===== config.mk =====
export PLATFORM = sky130hd
export DESIGN_NAME = bvc_ctrl
export DESIGN_NICKNAME = d
export VERILOG_FILES = /design/src/hw/rtl/bandwidth_vote_conditioner_macros.svh /design/src/hw/rtl/bvc_pkg.sv /design/src/hw/rtl/bvc_ctrl.sv
export SDC_FILE = /design/constraint.sdc
export NUM_CORES = 1
export LEC_CHECK = 0
export BUFFER_PORTS_ARGS = -buffer_cell sky130_fd_sc_hd__buf_2
export CORE_AREA = 4 4 41 43
export CTS_CLUSTER_SIZE = 25
export DETAILED_ROUTE_END_ITERATION = 12
export DIE_AREA = 0 0 45 47
export PLACE_DENSITY = 0.61
export SETUP_SLACK_MARGIN = 0.15
export SYNTH_ARGS = -nofsm -noshare
export SYNTH_HDL_FRONTEND = slang
export SYNTH_SLANG_ARGS = --single-unit

===== constraint.sdc =====
create_clock -name clk -period 3.7 [get_ports clk]
set_clock_uncertainty 0.1 [all_clocks]
set_input_delay 0.555 -clock clk [delete_from_list [all_inputs] [get_ports clk]]
set_output_delay 0.555 -clock clk [all_outputs]
set_load 0.01 [all_outputs]

===== src/hw/rtl/bandwidth_vote_conditioner_macros.svh =====
// Assertion macros shared by the bandwidth vote conditioner RTL.
`ifndef BANDWIDTH_VOTE_CONDITIONER_MACROS_SVH
`define BANDWIDTH_VOTE_CONDITIONER_MACROS_SVH

// Check that cons holds in the same cycle as ante.
`define BVC_ASSERT_SAME(label, clk, rst, ante, cons) \
  label: assert property (@(posedge clk) disable iff (rst) (ante) |-> (cons)) \
    else $error("bvc: same-cycle check failed");

// Check that cons holds in the cycle after ante.
`define BVC_ASSERT_NEXT(label, clk, rst, ante, cons) \
  label: assert property (@(posedge clk) disable iff (rst) (ante) |=> (cons)) \
    else $error("bvc: next-cycle check failed");

`endif


===== src/hw/rtl/bvc_pkg.sv =====
// Types, constants and helpers shared by the bandwidth vote conditioner.
package bvc_pkg;

  localparam int MAX_PATH_COUNT = 2;

  localparam int CFG_IDX_W  = 3;
  localparam int CFG_DATA_W = 32;
  localparam int MBPS_W     = 16;
  localparam int AVG_MBPS_W = 17;
  localparam int PCT_W      = 9;
  localparam int KBPS_W     = 32;

  localparam logic [1:0] PATH_ONE  = 2'd1;
  localparam logic [1:0] PATH_DUAL = 2'd2;

  localparam logic MODE_REQUEST = 1'b0;
  localparam logic MODE_OUTCOME = 1'b1;
  localparam logic [1:0] OUTCOME_ACCEPTED = 2'd0;

  localparam logic [PCT_W-1:0] PCT_UNITY   = 9'd100;
  localparam logic [PCT_W-1:0] UPSCALE_MAX = 9'd300;
  localparam logic [PCT_W-1:0] BOOST_MAX   = 9'd400;

  // mbps * 2^20 / 1000 == mbps * 2^17 / 125; halving drops one more bit of shift
  localparam int KBPS_SHIFT = 17;

  // Constant divider: 16-bit digits, remainder below 128, reciprocal estimate
  // exact for every 23-bit partial dividend with divisor 125 or 100.
  localparam int DIGIT_W     = 16;
  localparam int DIV_DIGITS  = 3;
  localparam int DIVIDEND_W  = DIGIT_W * DIV_DIGITS;
  localparam int REM_W       = 7;
  localparam int PART_W      = REM_W + DIGIT_W;
  localparam int RECIP_W     = 24;
  localparam int RECIP_SHIFT = 30;
  localparam int EST_W       = PART_W + RECIP_W;
  localparam logic [RECIP_W-1:0] RECIP_KILO = 24'd8589935;   // ceil(2^30 / 125)
  localparam logic [RECIP_W-1:0] RECIP_CENT = 24'd10737419;  // ceil(2^30 / 100)

  typedef enum logic [2:0] {
    REG_PEAK_SHARED = 3'd0,
    REG_SPLIT_AVG   = 3'd1,
    REG_PATH_COUNT  = 3'd2,
    REG_UPSCALE_PCT = 3'd3,
    REG_BOOST_PCT   = 3'd4,
    REG_MIN_AVG     = 3'd5,
    REG_MIN_PEAK    = 3'd6
  } cfg_reg_t;

  typedef enum logic [2:0] {
    ST_IDLE,
    ST_LOAD,
    ST_DIV,
    ST_SCALE_UP,
    ST_SCALE_BOOST,
    ST_DONE
  } bvc_state_t;

  typedef enum logic [1:0] {
    PH_KBPS,
    PH_UPSCALE,
    PH_BOOST
  } bvc_phase_t;

  typedef enum logic [1:0] {
    LANE_HOLD,
    LANE_LOAD_KBPS,
    LANE_LOAD_SCALE,
    LANE_DIV_STEP
  } lane_op_t;

  typedef struct packed {
    lane_op_t lane_op;
    logic     div_kilo;   // divide by 125 (rate conversion) instead of 100
    logic     use_boost;  // scale by the boost percent instead of upscale
    logic     out_load;
    logic     busy;
  } bvc_cmd_t;

  typedef struct packed {
    logic start;
    logic do_up;
    logic do_boost;
    logic out_free;
  } bvc_status_t;

  function automatic logic [PCT_W-1:0] clamp_pct(input logic [PCT_W-1:0] v,
                                                 input logic [PCT_W-1:0] maxv);
    logic [PCT_W-1:0] r;
    r = v;
    if (v != '0 && v < PCT_UNITY) begin
      r = PCT_UNITY;
    end else if (v > maxv) begin
      r = maxv;
    end
    return r;
  endfunction

endpackage


===== src/hw/rtl/bvc_ctrl.sv =====
// Sequencer for the vote conditioner: steps the lanes through convert and scale.
module bvc_ctrl import bvc_pkg::*; (
  input  logic        clk,
  input  logic        rst,
  input  bvc_status_t status,
  output bvc_cmd_t    cmd
);

  localparam int CNT_W = $clog2(DIV_DIGITS);
  localparam logic [CNT_W-1:0] CNT_LAST = CNT_W'(DIV_DIGITS - 1);

  bvc_state_t       state, state_next;
  bvc_phase_t       phase, phase_next;
  logic [CNT_W-1:0] digit_cnt, digit_cnt_next;

  always_ff @(posedge clk) begin
    if (rst) begin
      state     <= ST_IDLE;
      phase     <= PH_KBPS;
      digit_cnt <= '0;
    end else begin
      state     <= state_next;
      phase     <= phase_next;
      digit_cnt <= digit_cnt_next;
    end
  end

  always_comb begin
    state_next     = state;
    phase_next     = phase;
    digit_cnt_next = digit_cnt;
    case (state)
      ST_IDLE: begin
        if (status.start) begin
          state_next = ST_LOAD;
          phase_next = PH_KBPS;
        end
      end
      ST_LOAD: begin
        state_next     = ST_DIV;
        digit_cnt_next = '0;
      end
      ST_DIV: begin
        if (digit_cnt == CNT_LAST) begin
          case (phase)
            PH_KBPS: begin
              if (status.do_up) begin
                state_next = ST_SCALE_UP;
              end else if (status.do_boost) begin
                state_next = ST_SCALE_BOOST;
              end else begin
                state_next = ST_DONE;
              end
            end
            PH_UPSCALE: begin
              state_next = status.do_boost ? ST_SCALE_BOOST : ST_DONE;
            end
            default: begin
              state_next = ST_DONE;
            end
          endcase
        end else begin
          digit_cnt_next = digit_cnt + 1'b1;
        end
      end
      ST_SCALE_UP: begin
        state_next     = ST_DIV;
        phase_next     = PH_UPSCALE;
        digit_cnt_next = '0;
      end
      ST_SCALE_BOOST: begin
        state_next     = ST_DIV;
        phase_next     = PH_BOOST;
        digit_cnt_next = '0;
      end
      ST_DONE: begin
        if (status.out_free) begin
          state_next = ST_IDLE;
        end
      end
      default: begin
        state_next = ST_IDLE;
      end
    endcase
  end

  always_comb begin
    cmd.lane_op   = LANE_HOLD;
    cmd.div_kilo  = 1'b0;
    cmd.use_boost = 1'b0;
    cmd.out_load  = 1'b0;
    cmd.busy      = (state != ST_IDLE);
    case (state)
      ST_LOAD: begin
        cmd.lane_op = LANE_LOAD_KBPS;
      end
      ST_DIV: begin
        cmd.lane_op  = LANE_DIV_STEP;
        cmd.div_kilo = (phase == PH_KBPS);
      end
      ST_SCALE_UP: begin
        cmd.lane_op = LANE_LOAD_SCALE;
      end
      ST_SCALE_BOOST: begin
        cmd.lane_op   = LANE_LOAD_SCALE;
        cmd.use_boost = 1'b1;
      end
      ST_DONE: begin
        cmd.out_load = status.out_free;
      end
      default: begin
      end
    endcase
  end

endmodule


==> qor.yml, run 1 <==
status: "finished clean"
vias: 407
globalplace.congestion: 0.815
hold_violations: 0
clk_pin_slew_ns: 0.06
gr-max-usage-layer: "met2"
critPathCaptureType: "primary output"
hold_depth: 2
grt_pass1_wl_mm: 1.52
critPathTopFamily: "simple AND/OR/NAND/NOR gates"
path_max_fanout: 8
power_frac_seq_pct: 43.8
path_cells: "nor2_1, nand2_1, nor3_1, buf_2"
synth-warning-count: 0
power_frac_clock_pct: 35.1
dp.cells: 76
postCtsHoldBufs: 0
synth.most_common_cell: "dfxtp_1"
htree_levels: 1
root_buffer: "clkbuf_4"
rsz0062_at_grt: "false"
wl_per_cell_um: 11.8
ys_ff_latch: 7
drc: 0
netlist_instances: 54
drive_gt1_share_pct: 27.7
instances_no_fill: 80
switching_share_pct: 30.4
ant_nets: 0
path_buf_inv: 1
viasPerCell: 5.09
grt_max_degree: 17
ys_top_cells_by_count: "dfxtp_1 (7), a21oi_1 (5), nor2_1 (4), inv_1 (3), o21ai_0 (3)"
synthArstFlopShare_pct: 0
postCtsSetupBuffers: 0
antenna_found_initial: 0
holdCritStartpoint: "digit_cnt[1]"
power_density_nw_per_um2: 404
grt_pass1_vias: 358
syn2layout_area_growth_pct: 18.5
clock-sinks: 7
worstRegToRegCells: 3
start_kind: "register"
utilization_pct: 38.8
total_leakage_power_nw: 0.207
die_h_um: 47
synth_edf_count: 0
maxCapViolations: 0
setup_violations: 0
num_antenna_cells: 0
portBuffers: 11
grt_util_met3_pct: 2.30
crit_type: "register to primary output"
tightestPinTransition_ns: 0.490
p_total_w: 0.000204
slew_violations: 0
clockBufferDepth: 2
boundaryPins: 12
timing.rr.start: "state[1]"
drtIter0Drc: 4
core_area_um2: 1300
ctsResizeCount: 0
fp-row-count: 13
p_switching_w: 0.0000620
clk_latency_ns: 0.26
slew_headroom_pct: 67.3
reg2reg_to: "phase[1]"
ys_seq_area_share_pct: 32.8
synthFlopType: "dfxtp_1"
die_area_um2: 2120
intPower_w: 0.000142
grt_overflow: 0
synth_nets: 61
slowest_stage: "dfxtp_1"
met1_usage_pct: 13.4
num-nets-final: 73
avgSynthCellArea_um2: 7.90
synthTopCellsByArea: "dfxtp_1 (33%), a21oi_1 (5.9%), o32ai_1 (4.1%)"
synth_top_area_share_pct: 32.8
min-delay-path-class: "register to register"
hold_path_end: "digit_cnt[1]"
grt_use_met2_pct: 14.1
finalCriticalPeriod_ns: 2.02
drtPass1Iterations: 2
synth_largest_area_cell: "dfxtp_1"
post-route-period-util_pct: 54.7
place_hpwl_um: 689
crit_arrival_ns: 1.37
combPwrFrac_pct: 21.1
synth_area_um2: 427
tritoncts: "yes"
start_util_pct: 32.8
die_w_um: 45
setup_tns_ns: 0
wirelength_um: 942
cts_buffers: 3
max_stage_delay_ns: 0.38
rrSetupSlack_ns: 2.23
required_ns: 3.04
fmax_mhz: 494
ys_types: 29
vdd_drop_max_uv: 204
grt.total_usage_pct: 10.3
## cell usage in the layout, fill, tap and decap left out, types with 3 or more instances in the layout
cell type  instances
buf_2             11
dfxtp_1            7
a21oi_1            5
nor2_1             4
inv_1              3
o21ai_0            3
clkbuf_4           3
## worst max path at each step
stage             start     end  slack [ns]  cells past startpoint
6_report       state[0]  cmd[3]        1.68                      4
5_1_grt        state[2]  cmd[3]        1.52                      4
4_1_cts        state[2]  cmd[3]        1.67                      4
3_5_place_dp   state[0]  cmd[3]        1.95                      4
3_3_place_gp   state[0]  cmd[3]        1.97                      4
2_1_floorplan  state[0]  cmd[3]        2.02                      4
## kinds of logic (layout without fill, tap and decap cells)
kind of cell    after synthesis  in the layout  synth area share, %
simple gates                 20             20                 27.3
compound gates               15             15                 22.9
buf+inv                       9             20                 9.38
flops                         7              7                 32.8
fa+ha+maj                     1              1                 2.93
xor+xnor                      1              1                 2.05
mux                           1              1                 2.64
## worst register-to-register path, delay by kind of cell (launching register included)
kind	cells	cell delay (ns)
flip-flops	1	0.62
AND/OR/NAND/NOR	2	0.24
AO/OA/AOI/OAI	1	0.38
## power by group through the flow
stage / clock network [W] / logic [W] / registers [W]
floorplan: 0 / 0.0000361 / 0.0000847
global placement: 0 / 0.0000434 / 0.0000909
detailed placement: 0 / 0.0000429 / 0.0000912
CTS: 0.0000731 / 0.0000437 / 0.0000896
global route: 0.0000778 / 0.0000486 / 0.0000911
finish: 0.0000717 / 0.0000431 / 0.0000895
## per-layer routing
| layer | wire length (um) | vias up |
|---|---|---|
| met4 | 17 | 0 |
| li1 | - | 219 |
| met3 | 72 | 2 |
| met1 | 489 | 172 |
| met2 | 362 | 14 |
| met5 | 0 | - |
## sequential cells by signal (all words and copies together), names as in the netlist
register	flops
digit_cnt	2
phase	2
state	3
## cell type report
type	count	area (um^2)
tap	15	18.8
multi-input combinational	38	246
inverter	5	18.8
sequential	7	140
clock buffer	4	26.3
timing repair buffer	11	55.1
fill	143	796
## through the flow
step / hold WS [ns] / setup slack (ns) / area, um^2
after global routing: 0.411 / 1.52 / 505
after global placement: 0.377 / 1.97 / 479
after floorplan: 0.358 / 2.02 / 427
final: 0.385 / 1.68 / 505
after CTS: 0.391 / 1.67 / 505
after detailed placement: 0.379 / 1.95 / 479
No activity file was read; power rests on OpenSTA's default activity.
==> run 2: changes to the inputs <==
- clock period: 3.7 -> 2.1 ns (I/O delays scaled with it)
==> run 2 against run 1 <==
Net effect:
- die area did not move
- combinational power rose by 77%
- global-route usage rose by 0.35 points
- cell count did not move
- sequential share of layout area fell by 0.14 points
- cell area rose by 0.49%
- sequential power rose by 78%
- hold slack got worse by 0.15 ns
- critical path type unchanged
==> qor.yml, run 2 (synthesized netlist as in run 1, its figures left out) <==
wl_per_cell_um: 12.3
die_w_um: 45
num_antenna_cells: 0
tightestPinTransition_ns: 0.507
dpl_cell_area_um2: 479
max_flop_register: "state"
tritoncts: "yes"
cts_buffers: 3
syn2layout_area_growth_pct: 19.1
holdCritStartpoint: "rst"
htree_levels: 1
clockBufferDepth: 2
vdd_drop_max_uv: 289
critPathCaptureType: "primary output"
vias: 416
switching_share_pct: 30.3
postCtsSetupBuffers: 0
maxCapViolations: 0
hold_path_end: "state[2]"
power_frac_seq_pct: 44.1
core_area_um2: 1300
rrSetupSlack_ns: 0.62
largestRegisters: "state: 3 flops, digit_cnt: 2 flops, phase: 2 flops"
final_cell_area_um2: 508
timing.final.ws_setup_ns: 0.356
power_frac_clock_pct: 34.6
worstRegToRegCells: 3
path_max_fanout: 16
rsz0062_at_grt: "false"
globalplace.congestion: 0.804
start_kind: "register"
clk_pin_slew_ns: 0.05
drc: 0
timing.rr.start: "state[1]"
grt_overflow: 0
status: "finished clean"
instances_no_fill: 80
setup_tns_ns: 0
start_util_pct: 32.8
die_area_um2: 2120
hold_depth: 2
utilization_pct: 39.0
reg2reg_to: "phase[1]"
post-route-period-util_pct: 83.1
crit_arrival_ns: 1.33
fp-row-count: 13
drive_gt1_share_pct: 29.2
total_leakage_power_nw: 0.208
p_switching_w: 0.000109
ant_nets: 0
intPower_w: 0.000251
boundaryPins: 12
setup_violations: 0
root_buffer: "clkbuf_4"
hold_violations: 0
power_density_nw_per_um2: 709
wirelength_um: 981
clock-sinks: 7
num-nets-final: 73
ff_latch_area_um2: 140
die_h_um: 47
largest_reg_flops: 3
final_cell_mix: "buf_2 (11), dfxtp_1 (7), a21oi_1 (5)"
min-delay-path-class: "input pin to register"
antenna_found_initial: 0
fill_cells: 145
slew_headroom_pct: 66.2
final_common_cell: "buf_2"
grt.total_usage_pct: 10.6
slew_violations: 0
viasPerCell: 5.20
preCtsSetupSlack_ns: 0.586
place_hpwl_um: 702
dp.cells: 76
required_ns: 1.68
grt_pass1_vias: 382
combPwrFrac_pct: 21.2
portBuffers: 11
finalCriticalPeriod_ns: 1.74
drtPass1Iterations: 4
clk_latency_ns: 0.25
fmax_mhz: 573
multi_input_area_um2: 249
crit_type: "register to primary output"
grt_max_degree: 17
drtIter0Drc: 8
grt_pass1_wl_mm: 1.56
[run 2: cell count changes in the layout (fill, tap and decap cells not counted)]
cell / delta
nor2_1: -1
nor2_2: +1
[run 2: power by group through the flow]
stage / sequential [W] / combinational [W] / clock, W
6_report: 0.000159 / 0.0000765 / 0.000125
3_3_place_gp: 0.000160 / 0.0000762 / 0
5_1_grt: 0.000161 / 0.0000850 / 0.000129
3_5_place_dp: 0.000160 / 0.0000761 / 0
2_1_floorplan: 0.000149 / 0.0000635 / 0
4_1_cts: 0.000158 / 0.0000770 / 0.000123
[run 2: cell type report]
| type | count | area share (%) |
|---|---|---|
| Multi-Input combinational cell | 38 | 49.0 |
| Tap cell | 15 | 3.69 |
| Timing Repair Buffer | 11 | 10.8 |
| Inverter | 5 | 3.69 |
| Sequential cell | 7 | 27.6 |
| Clock buffer | 4 | 5.17 |
[run 2: metrics by stage]
step | hold slack [ns] | total power [W]
finish | 0.238 | 0.000360
global placement | 0.379 | 0.000236
detailed placement | 0.385 | 0.000237
floorplan | 0.358 | 0.000213
CTS | 0.235 | 0.000358
global route | 0.262 | 0.000375
[run 2: layer usage]
metal  GRT usage (%)  vias up  routed length [um]
li1                -      218                   -
met1            13.1      176                 486
met2            15.8       17                 374
met3            2.30        5                  91
met4            8.77        0                  28
met5               0        -                   0
[run 2: what timing repair did]
action | CTS | global route
endpoints found under the setup margin | 0 | 1
hold buffers | 0 | 0
resized for setup | 0 | 1
[run 2: how the worst max path moves through the flow]
stage                  start  endpoint  cells after the start
floorplan           state[0]    cmd[3]                      4
finish              state[1]    cmd[3]                      3
global placement    state[1]  phase[1]                      3
detailed placement  state[0]    cmd[3]                      4
global route        state[1]    cmd[3]                      3
CTS                 state[0]    cmd[3]                      4
[run 2: critical path, stage by stage, from the launching register on]
cell and delay (ns):
dfxtp_1 0.63, nand2_1 0.14, nor3_1 0.14, buf_2 0.15
